`src/tspf_pkg.sv`:
```
// Package: constants, register indexes and queue entry type of the PID filter
`default_nettype none

package tspf_pkg;

  localparam int FILTER_SLOTS_DEF = 4;
  localparam int PID_REGS         = 4;
  localparam int CFG_INDEX_W      = 3;
  localparam int CFG_DATA_W       = 13;
  localparam int PID_W            = 13;
  localparam int PID_HIGH_W       = 5;
  localparam int QUEUE_DEPTH      = 4;

  localparam logic [7:0] SYNC_MARK   = 8'h47;
  localparam logic [7:0] MIN_LENGTH  = 8'd3;
  localparam logic [7:0] MAX_LENGTH  = 8'd204;
  localparam logic [7:0] RST_LENGTH  = 8'd188;

  localparam logic [CFG_INDEX_W-1:0] REG_PACKET_LENGTH = 3'd0;
  localparam logic [CFG_INDEX_W-1:0] REG_FILTER_COUNT  = 3'd1;
  localparam logic [CFG_INDEX_W-1:0] REG_PID_BASE      = 3'd2;

  typedef struct packed {
    logic       burst;
    logic       last;
    logic [7:0] b0;
    logic [7:0] b1;
    logic [7:0] b2;
  } job_t;

  typedef struct packed {
    logic valid;
    job_t job;
  } head_t;

endpackage

`default_nettype wire

```
`src/tspf_front.sv`:
```
// Front end: byte position counter, header hold, sync and PID classification
`default_nettype none

module tspf_front #(
  parameter int FILTER_SLOTS = tspf_pkg::FILTER_SLOTS_DEF
) (
  input  wire logic                             clk,
  input  wire logic                             rst,
  input  wire logic [7:0]                       data_byte,
  input  wire logic                             in_valid,
  output logic                                  in_stall,
  input  wire logic                             cfg_valid,
  input  wire logic [tspf_pkg::CFG_INDEX_W-1:0] cfg_index,
  input  wire logic [tspf_pkg::CFG_DATA_W-1:0]  cfg_data,
  input  wire logic                             q_full,
  output logic                                  push,
  output tspf_pkg::job_t                        push_job
);

  localparam int STORED = (FILTER_SLOTS < tspf_pkg::PID_REGS) ? FILTER_SLOTS
                                                              : tspf_pkg::PID_REGS;

  logic [7:0]                   packet_length;
  logic [2:0]                   filter_count;
  logic [tspf_pkg::PID_W-1:0]   pid_regs [STORED];
  logic [7:0]                   byte_position;
  logic [7:0]                   held0;
  logic [7:0]                   held1;
  logic                         passing;

  logic [7:0]                   len_eff;
  logic [2:0]                   active;
  logic [tspf_pkg::PID_W-1:0]   pid;
  logic                         match;
  logic                         last;
  logic                         accept;
  logic                         pass_now;

  assign in_stall = q_full;
  assign accept   = in_valid && !q_full;

  always_comb begin
    if (packet_length < tspf_pkg::MIN_LENGTH) begin
      len_eff = tspf_pkg::MIN_LENGTH;
    end else if (packet_length > tspf_pkg::MAX_LENGTH) begin
      len_eff = tspf_pkg::MAX_LENGTH;
    end else begin
      len_eff = packet_length;
    end
  end

  assign active = (filter_count > 3'(STORED)) ? 3'(STORED) : filter_count;
  assign pid    = {held1[tspf_pkg::PID_HIGH_W-1:0], data_byte};
  assign last   = byte_position >= (len_eff - 8'd1);

  always_comb begin
    match = 1'b0;
    for (int i = 0; i < STORED; i++) begin
      if ((3'(i) < active) && (pid_regs[i] == pid)) begin
        match = 1'b1;
      end
    end
  end

  assign pass_now = (held0 == tspf_pkg::SYNC_MARK) && match;

  always_comb begin
    push_job.burst = 1'b0;
    push_job.last  = last;
    push_job.b0    = held0;
    push_job.b1    = held1;
    push_job.b2    = data_byte;
    push           = 1'b0;
    if (accept) begin
      if (byte_position == 8'd2) begin
        push_job.burst = 1'b1;
        push           = pass_now;
      end else if (byte_position > 8'd2) begin
        push           = passing;
      end
    end
  end

  always_ff @(posedge clk) begin
    if (rst) begin
      packet_length <= tspf_pkg::RST_LENGTH;
      filter_count  <= 3'd0;
      for (int i = 0; i < STORED; i++) begin
        pid_regs[i] <= '0;
      end
    end else if (cfg_valid) begin
      if (cfg_index == tspf_pkg::REG_PACKET_LENGTH) begin
        packet_length <= cfg_data[7:0];
      end
      if (cfg_index == tspf_pkg::REG_FILTER_COUNT) begin
        filter_count <= cfg_data[2:0];
      end
      for (int i = 0; i < STORED; i++) begin
        if (cfg_index == (tspf_pkg::REG_PID_BASE + tspf_pkg::CFG_INDEX_W'(i))) begin
          pid_regs[i] <= cfg_data;
        end
      end
    end
  end

  always_ff @(posedge clk) begin
    if (rst) begin
      byte_position <= 8'd0;
      passing       <= 1'b0;
      held0         <= 8'd0;
      held1         <= 8'd0;
    end else if (accept) begin
      if (byte_position == 8'd0) begin
        held0   <= data_byte;
        passing <= 1'b0;
      end else if (byte_position == 8'd1) begin
        held1 <= data_byte;
      end else if (byte_position == 8'd2) begin
        passing <= pass_now && !last;
      end else if (last) begin
        passing <= 1'b0;
      end
      if (last) begin
        byte_position <= 8'd0;
      end else begin
        byte_position <= byte_position + 8'd1;
      end
    end
  end

endmodule

`default_nettype wire

```
`src/tspf_queue.sv`:
```
// Short job queue between the classifier and the result sequencer
`default_nettype none

module tspf_queue (
  input  wire logic           clk,
  input  wire logic           rst,
  input  wire logic           push,
  input  wire tspf_pkg::job_t push_job,
  output logic                full,
  input  wire logic           pop,
  output tspf_pkg::head_t     head
);

  localparam int PTR_W = $clog2(tspf_pkg::QUEUE_DEPTH);
  localparam int CNT_W = $clog2(tspf_pkg::QUEUE_DEPTH + 1);

  tspf_pkg::job_t     entries [tspf_pkg::QUEUE_DEPTH];
  logic [PTR_W-1:0]   wr_ptr;
  logic [PTR_W-1:0]   rd_ptr;
  logic [CNT_W-1:0]   count;

  assign full       = count == CNT_W'(tspf_pkg::QUEUE_DEPTH);
  assign head.valid = count != '0;
  assign head.job   = entries[rd_ptr];

  always_ff @(posedge clk) begin
    if (push) begin
      entries[wr_ptr] <= push_job;
    end
  end

  always_ff @(posedge clk) begin
    if (rst) begin
      wr_ptr <= '0;
      rd_ptr <= '0;
      count  <= '0;
    end else begin
      if (push) begin
        wr_ptr <= (wr_ptr == PTR_W'(tspf_pkg::QUEUE_DEPTH - 1)) ? '0 : wr_ptr + 1'b1;
      end
      if (pop) begin
        rd_ptr <= (rd_ptr == PTR_W'(tspf_pkg::QUEUE_DEPTH - 1)) ? '0 : rd_ptr + 1'b1;
      end
      if (push && !pop) begin
        count <= count + 1'b1;
      end else if (pop && !push) begin
        count <= count - 1'b1;
      end
    end
  end

endmodule

`default_nettype wire

```
`src/tspf_back.sv`:
```
// Back end: expands queued jobs into result bytes through an output register
`default_nettype none

module tspf_back (
  input  wire logic            clk,
  input  wire logic            rst,
  input  wire tspf_pkg::head_t head,
  output logic                 pop,
  output logic [7:0]           out_byte,
  output logic                 packet_end,
  output logic                 run_last,
  output logic                 out_valid,
  input  wire logic            out_stall
);

  logic [1:0] sub;
  logic       load;
  logic       final_sub;
  logic [7:0] cand_byte;

  assign load = !out_valid || !out_stall;

  always_comb begin
    if (head.job.burst) begin
      final_sub = sub == 2'd2;
      case (sub)
        2'd0:    cand_byte = head.job.b0;
        2'd1:    cand_byte = head.job.b1;
        default: cand_byte = head.job.b2;
      endcase
    end else begin
      final_sub = 1'b1;
      cand_byte = head.job.b2;
    end
  end

  assign pop = load && head.valid && final_sub;

  always_ff @(posedge clk) begin
    if (load) begin
      out_byte   <= cand_byte;
      packet_end <= final_sub && head.job.last;
      run_last   <= final_sub;
    end
  end

  always_ff @(posedge clk) begin
    if (rst) begin
      out_valid <= 1'b0;
      sub       <= 2'd0;
    end else if (load) begin
      out_valid <= head.valid;
      if (head.valid) begin
        sub <= final_sub ? 2'd0 : sub + 2'd1;
      end
    end
  end

endmodule

`default_nettype wire

```
`src/ts_pid_packet_filter.sv`:
```
// Transport stream PID filter: one byte in per cycle when not stalled, bytes of
// matching packets out one per cycle when not stalled, via the job queue and
// the output register. Byte 2 of a passed packet releases three results, held
// in the four-entry job queue while the next packet's two header bytes give none,
// so an unstalled stream of packets of length 3 or more flows at one byte per
// cycle. in_stall rises only when the queue is full, i.e. when the output side
// has stalled. Config writes are always taken (cfg_ready is tied high).
`default_nettype none

module ts_pid_packet_filter #(
  parameter int FILTER_SLOTS = tspf_pkg::FILTER_SLOTS_DEF
) (
  input  wire logic                             clk,
  input  wire logic                             rst,
  input  wire logic [7:0]                       data_byte,
  input  wire logic                             in_valid,
  output logic                                  in_stall,
  output logic [7:0]                            out_byte,
  output logic                                  packet_end,
  output logic                                  run_last,
  output logic                                  out_valid,
  input  wire logic                             out_stall,
  input  wire logic                             cfg_valid,
  output logic                                  cfg_ready,
  input  wire logic [tspf_pkg::CFG_INDEX_W-1:0] cfg_index,
  input  wire logic [tspf_pkg::CFG_DATA_W-1:0]  cfg_data
);

  logic            q_full;
  logic            push;
  logic            pop;
  tspf_pkg::job_t  push_job;
  tspf_pkg::head_t head;

  assign cfg_ready = 1'b1;

  tspf_front #(
    .FILTER_SLOTS (FILTER_SLOTS)
  ) u_front (
    .clk       (clk),
    .rst       (rst),
    .data_byte (data_byte),
    .in_valid  (in_valid),
    .in_stall  (in_stall),
    .cfg_valid (cfg_valid && cfg_ready),
    .cfg_index (cfg_index),
    .cfg_data  (cfg_data),
    .q_full    (q_full),
    .push      (push),
    .push_job  (push_job)
  );

  tspf_queue u_queue (
    .clk      (clk),
    .rst      (rst),
    .push     (push),
    .push_job (push_job),
    .full     (q_full),
    .pop      (pop),
    .head     (head)
  );

  tspf_back u_back (
    .clk        (clk),
    .rst        (rst),
    .head       (head),
    .pop        (pop),
    .out_byte   (out_byte),
    .packet_end (packet_end),
    .run_last   (run_last),
    .out_valid  (out_valid),
    .out_stall  (out_stall)
  );

endmodule

`default_nettype wire

```
`config.mk`:
```
export PLATFORM = sky130hd
export DESIGN_NAME = ts_pid_packet_filter
export DESIGN_NICKNAME = d
export VERILOG_FILES = /design/src/tspf_pkg.sv /design/src/tspf_front.sv /design/src/tspf_queue.sv /design/src/tspf_back.sv /design/src/ts_pid_packet_filter.sv
export SDC_FILE = /design/constraint.sdc
export NUM_CORES = 1
export LEC_CHECK = 0
export CAP_MARGIN = 25
export CORE_MARGIN = 2
export CORE_UTILIZATION = 28
export CTS_CLUSTER_SIZE = 40
export DETAILED_ROUTE_END_ITERATION = 16
export DONT_BUFFER_PORTS = 1
export PLACE_DENSITY = 0.52
export SYNTH_ARGS = -nofsm -noshare
export SYNTH_HDL_FRONTEND = slang
export SYNTH_SLANG_ARGS = --single-unit
```
`constraint.sdc`:
```
create_clock -name clk -period 4.41 [get_ports clk]
set_input_delay 0.882 -clock clk [delete_from_list [all_inputs] [get_ports clk]]
set_output_delay 0.882 -clock clk [all_outputs]
set_load 0.01 [all_outputs]
```
==> impl_metrics.yaml, run 1 <==
final_layout:
  antenna-diode-count: 0
  drive_gt1_frac: 0.115
  fin_nets: 719
  layout_commonest_cell: "sky130_fd_sc_hd__edfxtp_1"
  post-route-util: 0.318
  layout.cells.most_common_list: "sky130_fd_sc_hd__edfxtp_1 (166), sky130_fd_sc_hd__and2_1 (59), sky130_fd_sc_hd__xnor2_1 (50)"
  fillerInstances: 3308
  synthToLayoutAreaGrowth_pct: 12.8
sta:
  timing.final.ws_setup_ns: 1.07
  rsz0062_at_grt: "no"
  achievable-frequency_ghz: 0.299
  tightestPinTransition_ns: 0.887
  timing.final.setup_violations: 0
  fin_crit_sh: 0.758
  hold_violation_count_in_the_final_report: 0
  rel_slew_slack: 0.407
  slew_violations: 0
  tns_ns: 0
  finalWorstPathRequiredPeriod_ns: 3.34
  fin_worst_skew_ns: 0.00910
global_route:
  grt_antenna_before_repair: 0
  global_route_wire_length_before_repair_um: 31400
  track_usage: 0.115
  grt_start_max_net_pins: 40
  via_count_of_the_first_global_routing_pass: 5170
  globalRoute.totalOverflow: 0
pwr:
  comb_power_share: 0.145
  sequentialPowerShare: 0.476
  power.switching_fraction: 0.256
  clockPowerShare: 0.379
  cellLeakagePower_uw: 0.00355
  power.density_nw_per_um2: 488
  power.internal_uw: 3850
  vdd_drop_max_mv: 0.249
  p_switching_uw: 1330
setup_path:
  cp_max_fo: 5
  setup.worst_path.start_class: "register"
  critPathArrivalTime_ns: 3.77
  criticalPathCategory: "reg2reg"
  crit_required_ns: 4.83
  endpoint_kind: "register"
clock_tree:
  ctsResizeCount: 0
  cts_inserted_buffers: 24
  cts_max_level: 1
  clk_root_buffer_cell: "sky130_fd_sc_hd__clkbuf_16"
  ctsHoldBuffers: 0
  postCtsSetupRepairBufs: 0
  cts.sinks: 214
  clock_path_buffers: 3
  clock_insertion_delay_at_the_later_pin_of_the_skew_report_ns: 0.51
  clk_pin_slew_ns: 0.06
  clock_tree_from_tritoncts: "built"
logic_synthesis:
  postSynth.topFlopCell: "sky130_fd_sc_hd__edfxtp_1"
  seq_area_frac_synth: 0.633
  synth_enable_flop_cells: 166
  number_of_library_cell_types_mapped_by_synthesis: 52
  async_reset_ff_frac: 0
  synth_seq_cells: 214
  synth.net_count: 721
  synth_area_sq_um: 9400
  postSynthAreaPerCell_sq_um: 14.0
  ys.warnings.count: 0
  post_synth_inst_count: 669
detailed_routing:
  dr.pass1.iters: 4
  ant_nets_after_route: 0
  drtIter0Drc: 341
  wl_per_cell_um: 17.8
  drc: 0
  detail_route.vias_per_cell: 4.47
  routed-via-count: 5069
  routed_wirelength_um: 20200
place:
  hpwlAfterDp_um: 13900
  placement.io_buffers: 0
  gp_congestion: 0.766
  detailedPlace.worstSlack_ns: 0.879
floorplanning:
  die_height_um: 187
  std_cell_rows: 67
  die_w_um: 187
  placeableCoreArea_sq_um: 33300
  io-pin-count: 42
  initial_utilization: 0.282
  area_enclosed_by_the_die_boundary_sq_um: 35000
job:
  cap_viol_max_count: 0
min_path:
  timing.hold.worst.class: "in2reg"
status:
  run_status: "completed"
-- synthesized netlist by cell type (3+ instances only) --
library cell / n / area share
sky130_fd_sc_hd__buf_2: 5 / 0.0027
sky130_fd_sc_hd__edfxtp_1: 166 / 0.53
sky130_fd_sc_hd__nand2_1: 39 / 0.016
sky130_fd_sc_hd__mux4_2: 25 / 0.060
sky130_fd_sc_hd__nand3_1: 15 / 0.0080
sky130_fd_sc_hd__ha_1: 22 / 0.029
sky130_fd_sc_hd__buf_4: 11 / 0.0088
sky130_fd_sc_hd__a21oi_1: 17 / 0.0091
sky130_fd_sc_hd__nor3_1: 7 / 0.0037
sky130_fd_sc_hd__xnor2_1: 50 / 0.047
sky130_fd_sc_hd__nor4_1: 3 / 0.0020
sky130_fd_sc_hd__o21ai_0: 6 / 0.0032
sky130_fd_sc_hd__buf_6: 3 / 0.0036
sky130_fd_sc_hd__nand4_1: 12 / 0.0080
sky130_fd_sc_hd__o211ai_1: 3 / 0.0024
sky130_fd_sc_hd__nand2b_1: 5 / 0.0033
sky130_fd_sc_hd__clkbuf_1: 15 / 0.0060
sky130_fd_sc_hd__a22oi_1: 8 / 0.0064
sky130_fd_sc_hd__a21o_1: 3 / 0.0024
sky130_fd_sc_hd__and2_1: 59 / 0.039
sky130_fd_sc_hd__o22ai_1: 8 / 0.0053
sky130_fd_sc_hd__inv_1: 19 / 0.0076
sky130_fd_sc_hd__mux2i_1: 24 / 0.026
sky130_fd_sc_hd__xor2_1: 16 / 0.015
sky130_fd_sc_hd__nor2b_1: 6 / 0.0040
sky130_fd_sc_hd__nor2_1: 42 / 0.017
sky130_fd_sc_hd__dfxtp_1: 48 / 0.10
-- per-layer routing --
layer / vias up / routed length [um] / global-route usage
li1: 2428 / - / -
met3: 37 / 1280 / 0.0326
met1: 2493 / 9090 / 0.151
met2: 111 / 9320 / 0.187
met5: - / 0 / 0
met4: 0 / 532 / 0.0324
-- state kept, by name, indices dropped and copies added, names as in the netlist, named ones only --
register	cells
u_queue.entries	104
u_front.pid_regs	52
u_back.out_byte	8
u_front.byte_position	8
u_front.held0	8
u_front.held1	8
u_front.packet_length	8
u_front.filter_count	3
u_queue.count	3
u_back.sub	2
u_queue.rd_ptr	2
u_queue.wr_ptr	2
u_back.out_valid	1
u_back.packet_end	1
u_back.run_last	1
u_front.passing	1
-- kinds of logic after synthesis --
logic type | count (synthesis) | share of synthesized area
and+or+nand+nor | 203 | 0.117
DFF | 214 | 0.633
buffers and inverters | 55 | 0.0294
xor gates and xnor gates | 66 | 0.0615
adders and majority gates | 23 | 0.0314
other | 1 | 0.000399
AOI/OAI and AO/OA | 57 | 0.0406
muxes | 50 | 0.0867
-- worst paths after layout --
path	slack (ns)	end	start	cells past startpoint
setup reg to reg	1.07	u_front.passing$_SDFFE_PP0P_	u_front.packet_length[2]$_SDFFE_PP1P_	14
setup / recovery	1.07	u_front.passing$_SDFFE_PP0P_	u_front.packet_length[2]$_SDFFE_PP1P_	14
hold reg to reg	0.47	u_back.sub[1]$_SDFFE_PP0P_	u_back.sub[1]$_SDFFE_PP0P_	2
hold / removal	0.44	u_front.filter_count[0]$_SDFFE_PP0P_	rst	1
-- per-stage QoR --
stage | total power [uW] | std cells | instance area (sq um) | hold WS [ns]
6_report | 5170 | 1133 | 10600 | 0.435
4_1_cts | 5240 | 1133 | 10600 | 0.419
2_1_floorplan | 3080 | 669 | 9400 | 0.449
5_1_grt | 5400 | 1133 | 10600 | 0.419
3_5_place_dp | 3270 | 1089 | 9810 | 0.472
3_3_place_gp | 3270 | 1089 | 9810 | 0.457
-- cell type report --
class	instances	area, sq um	share of cell area
sequential	214	5950	0.561
multi-input combinational	400	3170	0.299
clock buffer	33	664	0.0627
tap	448	561	0.0529
clock inverter	11	123	0.0116
inverter	19	71.3	0.00673
timing repair buffer	8	60.1	0.00567
-- power groups by stage --
stage,Sequential (uW),Combinational [uW],Clock [uW]
after floorplan,2460,622,0
after global placement,2510,765,0
after detailed placement,2510,766,0
after CTS,2470,768,2010
after global routing,2480,838,2080
final,2460,748,1960
-- worst max-delay path: stages, from the launching register on --
cell                        delay, ns
sky130_fd_sc_hd__dfxtp_1         0.35
sky130_fd_sc_hd__nor2_1          0.24
sky130_fd_sc_hd__nand3b_1        0.13
sky130_fd_sc_hd__a211oi_1        0.43
sky130_fd_sc_hd__a21oi_1         0.13
sky130_fd_sc_hd__ha_1            0.25
sky130_fd_sc_hd__nand2_1         0.08
sky130_fd_sc_hd__xnor2_1         0.11
sky130_fd_sc_hd__nand2_1         0.08
sky130_fd_sc_hd__ha_1            0.19
sky130_fd_sc_hd__a2111oi_0       0.53
sky130_fd_sc_hd__nand2b_1        0.10
sky130_fd_sc_hd__a21oi_1         0.24
sky130_fd_sc_hd__nor2_1          0.18
sky130_fd_sc_hd__a211oi_1        0.22
No activity file was read; power rests on OpenSTA's default activity.
==> run 2, diff against run 1 <==
clock period = 3.1 ns   (was 4.41 ns; I/O delays follow)
==> run 2 against run 1 <==
  * Sequential power up 42%
  * Via count up 1.9%
  * Maximum frequency up 17%
  * Worst setup slack worse by 0.82 ns
  * Critical path type unchanged
  * Highest routed layer unchanged
==> impl_metrics.yaml, run 2 (synthesis results as in run 1) <==
status:
  run_status: "completed"
place:
  hpwlAfterDp_um: 14000
  gp_congestion: 0.781
  placement.io_buffers: 0
  placed_instance_area_sq_um: 10100
  post-place-cells: 1123
global_route:
  grt_antenna_before_repair: 0
  grt_start_max_net_pins: 40
  track_usage: 0.119
  global_route_wire_length_before_repair_um: 32300
  via_count_of_the_first_global_routing_pass: 5293
  globalRoute.totalOverflow: 0
pwr:
  power.density_nw_per_um2: 673
  clockPowerShare: 0.371
  sequentialPowerShare: 0.476
  vdd_drop_max_mv: 0.382
  finalPower_uw: 7340
  cellLeakagePower_uw: 0.00373
  power.internal_uw: 5430
  power.switching_fraction: 0.260
  comb_power_share: 0.153
  p_switching_uw: 1910
clock_tree:
  cts_max_level: 1
  clk_pin_slew_ns: 0.06
  ctsHoldBuffers: 0
  ctsResizeCount: 0
  cts_inserted_buffers: 24
  clock_insertion_delay_at_the_later_pin_of_the_skew_report_ns: 0.52
  clock_tree_from_tritoncts: "built"
  clock_path_buffers: 3
  clk_root_buffer_cell: "sky130_fd_sc_hd__clkbuf_16"
  postCtsSetupRepairBufs: 0
  cts.sinks: 214
sta:
  achievable-frequency_ghz: 0.350
  finalWorstPathRequiredPeriod_ns: 2.85
  fin_worst_skew_ns: 0.0230
  fin_hold_ws_ns: 0.175
  rel_slew_slack: 0.439
  timing.final.setup_violations: 0
  slew_violations: 0
  fin_crit_sh: 0.921
  tightestPinTransition_ns: 0.836
  hold_violation_count_in_the_final_report: 0
detailed_routing:
  ant_nets_after_route: 0
  routed_wirelength_um: 20800
  drtIter0Drc: 333
  routed-via-count: 5163
  detail_route.vias_per_cell: 4.42
  drc: 0
  wl_per_cell_um: 17.8
  dr.pass1.iters: 6
final_layout:
  drive_gt1_frac: 0.166
  biggestRegsByFlops: "u_queue.entries x104, u_front.pid_regs x52"
  synthToLayoutAreaGrowth_pct: 16.1
  antenna-diode-count: 0
  fin_nets: 753
  post-route-util: 0.328
  largest_register_ffs: 104
  fin_area_sq_um: 10900
  fillerInstances: 3275
  layout_commonest_cell: "sky130_fd_sc_hd__edfxtp_1"
  final_cells: 1167
  regArea_sq_um: 5950
  layout.cells.most_common_list: "sky130_fd_sc_hd__edfxtp_1 (166), sky130_fd_sc_hd__and2_1 (59), sky130_fd_sc_hd__xnor2_1 (50)"
  multiInputGateArea_sq_um: 3210
  largest_register_by_flop_count: "u_queue.entries"
setup_path:
  r2r.worst_path.cells: 11
  crit-reg2reg-capture: "u_queue.count[2]$_SDFFE_PP0P_"
  cp_max_fo: 5
  setup.worst_path.start: "u_front.held1[4]$_SDFFE_PP0P_"
  timing.critical_path.depth: 11
  critPathArrivalTime_ns: 3.31
  cp_slowest_cell: "sky130_fd_sc_hd__dfxtp_1"
  setup.worst_path.start_class: "register"
  criticalPathCategory: "reg2reg"
  worstPathBufferInverterCount: 1
  r2r_start: "u_front.held1[4]$_SDFFE_PP0P_"
  endpoint_kind: "register"
  crit_required_ns: 3.56
  worst_path_largest_cell_delay_ns: 0.54
  worst_setup_slack_for_register_to_register_paths_ns: 0.25
  ordered_list_of_cells_on_the_worst_path: "xnor2_1 -> nand4_1 -> nor4_4 -> o41a_2 -> or2_1 -> ha_4 -> inv_2 -> fa_2 -> xor2_1 -> or3_1 -> a21oi_1"
  critical_path.top_delay_family: "simple AND/OR/NAND/NOR gates"
  crit_end: "u_queue.count[2]$_SDFFE_PP0P_"
floorplanning:
  placeableCoreArea_sq_um: 33300
  die_w_um: 187
  area_enclosed_by_the_die_boundary_sq_um: 35000
  die_height_um: 187
  initial_utilization: 0.282
  io-pin-count: 42
  std_cell_rows: 67
min_path:
  timing.hold.worst.class: "in2reg"
job:
  cap_viol_max_count: 0
## run 2: changes by cell type in the layout (fill, tap and decap cells not counted), moves of 2 or more
| cell | change |
|---|---|
| sky130_fd_sc_hd__buf_12 | +4 |
| sky130_fd_sc_hd__clkinv_1 | -2 |
| sky130_fd_sc_hd__clkbuf_1 | +4 |
| sky130_fd_sc_hd__buf_4 | +30 |
| sky130_fd_sc_hd__a21oi_1 | -2 |
| sky130_fd_sc_hd__a21oi_2 | +2 |
| sky130_fd_sc_hd__clkinvlp_4 | -2 |
## run 2: worst register-to-register path: stages (launching register included)
cell	delay (ns)
sky130_fd_sc_hd__dfxtp_1	0.54
sky130_fd_sc_hd__xnor2_1	0.23
sky130_fd_sc_hd__nand4_1	0.26
sky130_fd_sc_hd__nor4_4	0.34
sky130_fd_sc_hd__o41a_2	0.18
sky130_fd_sc_hd__or2_1	0.16
sky130_fd_sc_hd__ha_4	0.15
sky130_fd_sc_hd__inv_2	0.03
sky130_fd_sc_hd__fa_2	0.34
sky130_fd_sc_hd__xor2_1	0.15
sky130_fd_sc_hd__or3_1	0.30
sky130_fd_sc_hd__a21oi_1	0.11
## run 2: stage by stage
| stage | worst slack, ns | TNS (ns) |
|---|---|---|
| 6_report | 0.246 | 0 |
| 5_1_grt | -0.0151 | -0.0197 |
| 3_3_place_gp | 0.00135 | 0 |
| 4_1_cts | 0.0261 | 0 |
| 3_5_place_dp | -0.00143 | -0.00143 |
| 2_1_floorplan | -0.0481 | -0.0481 |
## run 2: routing by layer
metal,up-vias,share of wire,routed length (um),GRT usage
li1,2494,-,-,-
met1,2545,0.46,9520,0.159
met2,99,0.47,9700,0.193
met3,25,0.057,1190,0.0300
met4,0,0.019,388,0.0305
met5,-,0,0,0
## run 2: layout make-up
cell class,instances,share of cell area
sequential,214,0.545
multi-input combinational,400,0.294
clock buffer,37,0.0623
tap,448,0.0514
timing repair buffer,42,0.0335
clock inverter,7,0.00699
inverter,19,0.00654
## run 2: power by group through the flow
stage | clock [uW] | sequential (uW) | combinational [uW]
after floorplan | 0 | 3490 | 895
after global placement | 0 | 3550 | 1150
after detailed placement | 0 | 3560 | 1150
after CTS | 2780 | 3500 | 1150
after global routing | 2890 | 3520 | 1250
final | 2720 | 3490 | 1120
## run 2: worst min path at each step
stage	to	cells past startpoint	slack, ns	start
5_1_grt	u_back.sub[1]$_SDFFE_PP0P_	1	0.16	rst
4_1_cts	u_front.passing$_SDFFE_PP0P_	1	0.16	rst
6_report	u_front.packet_length[0]$_SDFFE_PP0P_	1	0.18	rst
3_3_place_gp	u_back.sub[1]$_SDFFE_PP0P_	2	0.45	u_back.sub[1]$_SDFFE_PP0P_
3_5_place_dp	u_back.sub[1]$_SDFFE_PP0P_	2	0.46	u_back.sub[1]$_SDFFE_PP0P_
2_1_floorplan	u_back.sub[1]$_SDFFE_PP0P_	2	0.45	u_back.sub[1]$_SDFFE_PP0P_
==> run 3, diff against run 2 <==
CORE_MARGIN = unset   (was 2)
clock period = 3.58 ns   (was 3.1 ns; I/O delays follow)
==> run 3 against run 2 <==
  * Non-clock buffer count is 29 lower
  * Clock-buffer cell count increased by 1
  * Cell area decreased by 2.4%
  * Flip-flop and latch count unchanged
  * Maximum frequency down 8.9%
  * Hold slack gained 0.096 ns
  * Largest power group unchanged
  * Sequential power decreased by 13%
  * Critical path depth grew 4
  * Core utilization down 0.29 points
  * Largest cell class unchanged
==> impl_metrics.yaml, run 3 (synthesis results as in run 1) <==
sta:
  finalWorstPathRequiredPeriod_ns: 3.13
  timing.final.setup_violations: 0
  rel_slew_slack: 0.348
  slew_violations: 0
  hold_violation_count_in_the_final_report: 0
  rsz0062_at_grt: "no"
  achievable-frequency_ghz: 0.319
  fin_hold_ws_ns: 0.271
  fin_crit_sh: 0.875
  tns_ns: 0
  tightestPinTransition_ns: 0.974
  fin_worst_skew_ns: 0.0196
final_layout:
  layout.cells.most_common_list: "sky130_fd_sc_hd__edfxtp_1 (166), sky130_fd_sc_hd__and2_1 (59), sky130_fd_sc_hd__xnor2_1 (50)"
  synthToLayoutAreaGrowth_pct: 13.4
  drive_gt1_frac: 0.122
  largest_register_ffs: 104
  largest_register_by_flop_count: "u_queue.entries"
  layout_commonest_cell: "sky130_fd_sc_hd__edfxtp_1"
  post-route-util: 0.325
  fin_nets: 724
  biggestRegsByFlops: "u_queue.entries x104, u_front.pid_regs x52"
setup_path:
  worst_path_largest_cell_delay_ns: 0.42
  criticalPathCategory: "reg2reg"
  r2r_start: "u_front.packet_length[2]$_SDFFE_PP1P_"
  crit-reg2reg-capture: "u_front.byte_position[7]$_SDFFE_PP0P_"
  setup.worst_path.start: "u_front.packet_length[2]$_SDFFE_PP1P_"
  cp_max_fo: 7
  worst_setup_slack_for_register_to_register_paths_ns: 0.45
  cp_slowest_cell: "sky130_fd_sc_hd__a211oi_1"
  r2r.worst_path.cells: 15
  ordered_list_of_cells_on_the_worst_path: "nor2_1 -> nand3b_1 -> a211oi_1 -> a21oi_1 -> ha_1 -> nand2_1 -> xnor2_1 -> nand2_1 -> ha_1 -> a2111oi_1 -> nand2b_1 -> a21oi_1 -> o31ai_1 -> buf_4 -> nor2_1"
  endpoint_kind: "register"
  setup.worst_path.start_class: "register"
  critPathArrivalTime_ns: 3.58
  crit_required_ns: 4.03
global_route:
  track_usage: 0.123
  global_route_wire_length_before_repair_um: 31500
  globalRoute.totalOverflow: 0
  grt_antenna_before_repair: 1
  grt_start_max_net_pins: 40
  via_count_of_the_first_global_routing_pass: 5098
clock_tree:
  ctsHoldBuffers: 0
  cts_max_level: 1
  cts.sinks: 214
  cts_inserted_buffers: 24
  clock_insertion_delay_at_the_later_pin_of_the_skew_report_ns: 0.53
  clock_tree_from_tritoncts: "built"
  clk_root_buffer_cell: "sky130_fd_sc_hd__clkbuf_16"
  clk_pin_slew_ns: 0.06
  clock_path_buffers: 3
detailed_routing:
  wl_per_cell_um: 18.1
  detail_route.vias_per_cell: 4.48
  routed-via-count: 5076
  routed_wirelength_um: 20500
  ant_nets_after_route: 0
  drtIter0Drc: 282
  dr.pass1.iters: 7
  drc: 0
floorplanning:
  placeableCoreArea_sq_um: 32800
  io-pin-count: 42
  die_height_um: 185
  area_enclosed_by_the_die_boundary_sq_um: 34300
  std_cell_rows: 66
  die_w_um: 185
  initial_utilization: 0.287
pwr:
  cellLeakagePower_uw: 0.00358
  power.switching_fraction: 0.257
  power.density_nw_per_um2: 599
  comb_power_share: 0.148
  clockPowerShare: 0.378
  p_switching_uw: 1640
  vdd_drop_max_mv: 0.315
  sequentialPowerShare: 0.474
  power.internal_uw: 4740
min_path:
  timing.hold.worst.class: "in2reg"
  worst_hold_startpoint: "rst"
  holdPathEnd: "u_front.packet_length[1]$_SDFFE_PP0P_"
  holdPathStages: 1
place:
  gp_congestion: 0.773
  hpwlAfterDp_um: 13700
  placement.io_buffers: 0
status:
  run_status: "completed"
job:
  cap_viol_max_count: 0
==> run 3: cell count changes in the layout (fill, tap and decap cells not counted), sizes merged <==
cell,previous run,this run
diode,0,1
clkbuf,37,38
inv,21,20
buf,42,13
clkinv,4,3
clkinvlp,0,1
==> run 3: metal layers <==
layer / vias to the layer above / wire length (um) / track usage
li1: 2443 / - / -
met1: 2514 / 9290 / 0.162
met2: 91 / 9640 / 0.200
met3: 28 / 1190 / 0.0311
met4: 0 / 390 / 0.0314
met5: - / 0 / 0
==> run 3: how the worst max path moves through the flow <==
| stage | endpoint | cells past startpoint |
|---|---|---|
| global placement | u_queue.count[2]$_SDFFE_PP0P_ | 11 |
| global route | u_front.byte_position[5]$_SDFFE_PP0P_ | 15 |
| CTS | u_front.byte_position[7]$_SDFFE_PP0P_ | 15 |
| floorplan | u_queue.count[2]$_SDFFE_PP0P_ | 13 |
| detailed placement | u_queue.count[2]$_SDFFE_PP0P_ | 11 |
| finish | u_front.byte_position[7]$_SDFFE_PP0P_ | 15 |
==> run 3: critical path, delay by kind of cell, from the launching register on <==
| kind | cells | cell delay (ns) |
|---|---|---|
| xor gates and xnor gates | 1 | 0.11 |
| adders and majority gates | 2 | 0.42 |
| buffers and inverters | 1 | 0.18 |
| AOI/OAI and AO/OA | 5 | 1.29 |
| and+or+nand+nor | 6 | 0.71 |
| DFF | 1 | 0.35 |
==> run 3: layout make-up <==
cell class | count | area (sq um)
multi-input combinational | 400 | 3170
inverter | 19 | 71.3
tap | 442 | 553
sequential | 214 | 5950
clock inverter | 6 | 70.1
fill | 3223 | 22100
clock buffer | 38 | 713
timing repair buffer | 13 | 123
antenna | 1 | 2.50
==> run 3: timing repair <==
item,in CTS,in global routing
buffers inserted,0,0
endpoints found under the setup margin,0,8
gates resized for setup,0,1
==> run 3: power groups by stage <==
| stage | clock [uW] | sequential, uW | combinational, uW |
|---|---|---|---|
| 3_3_place_gp | 0 | 3080 | 958 |
| 2_1_floorplan | 0 | 3030 | 767 |
| 6_report | 2410 | 3030 | 944 |
| 3_5_place_dp | 0 | 3080 | 963 |
| 5_1_grt | 2560 | 3050 | 1060 |
| 4_1_cts | 2470 | 3030 | 965 |
==> run 3: metrics by stage <==
step           setup slack, ns  total power, uW  instances  cell area, sq um
4_1_cts                  0.370             6460       1132             10700
3_3_place_gp             0.354             4040       1088              9870
5_1_grt                 0.0402             6670       1133             10700
6_report                 0.446             6380       1133             10700
2_1_floorplan            0.288             3790        669              9400
3_5_place_dp             0.320             4040       1088              9870
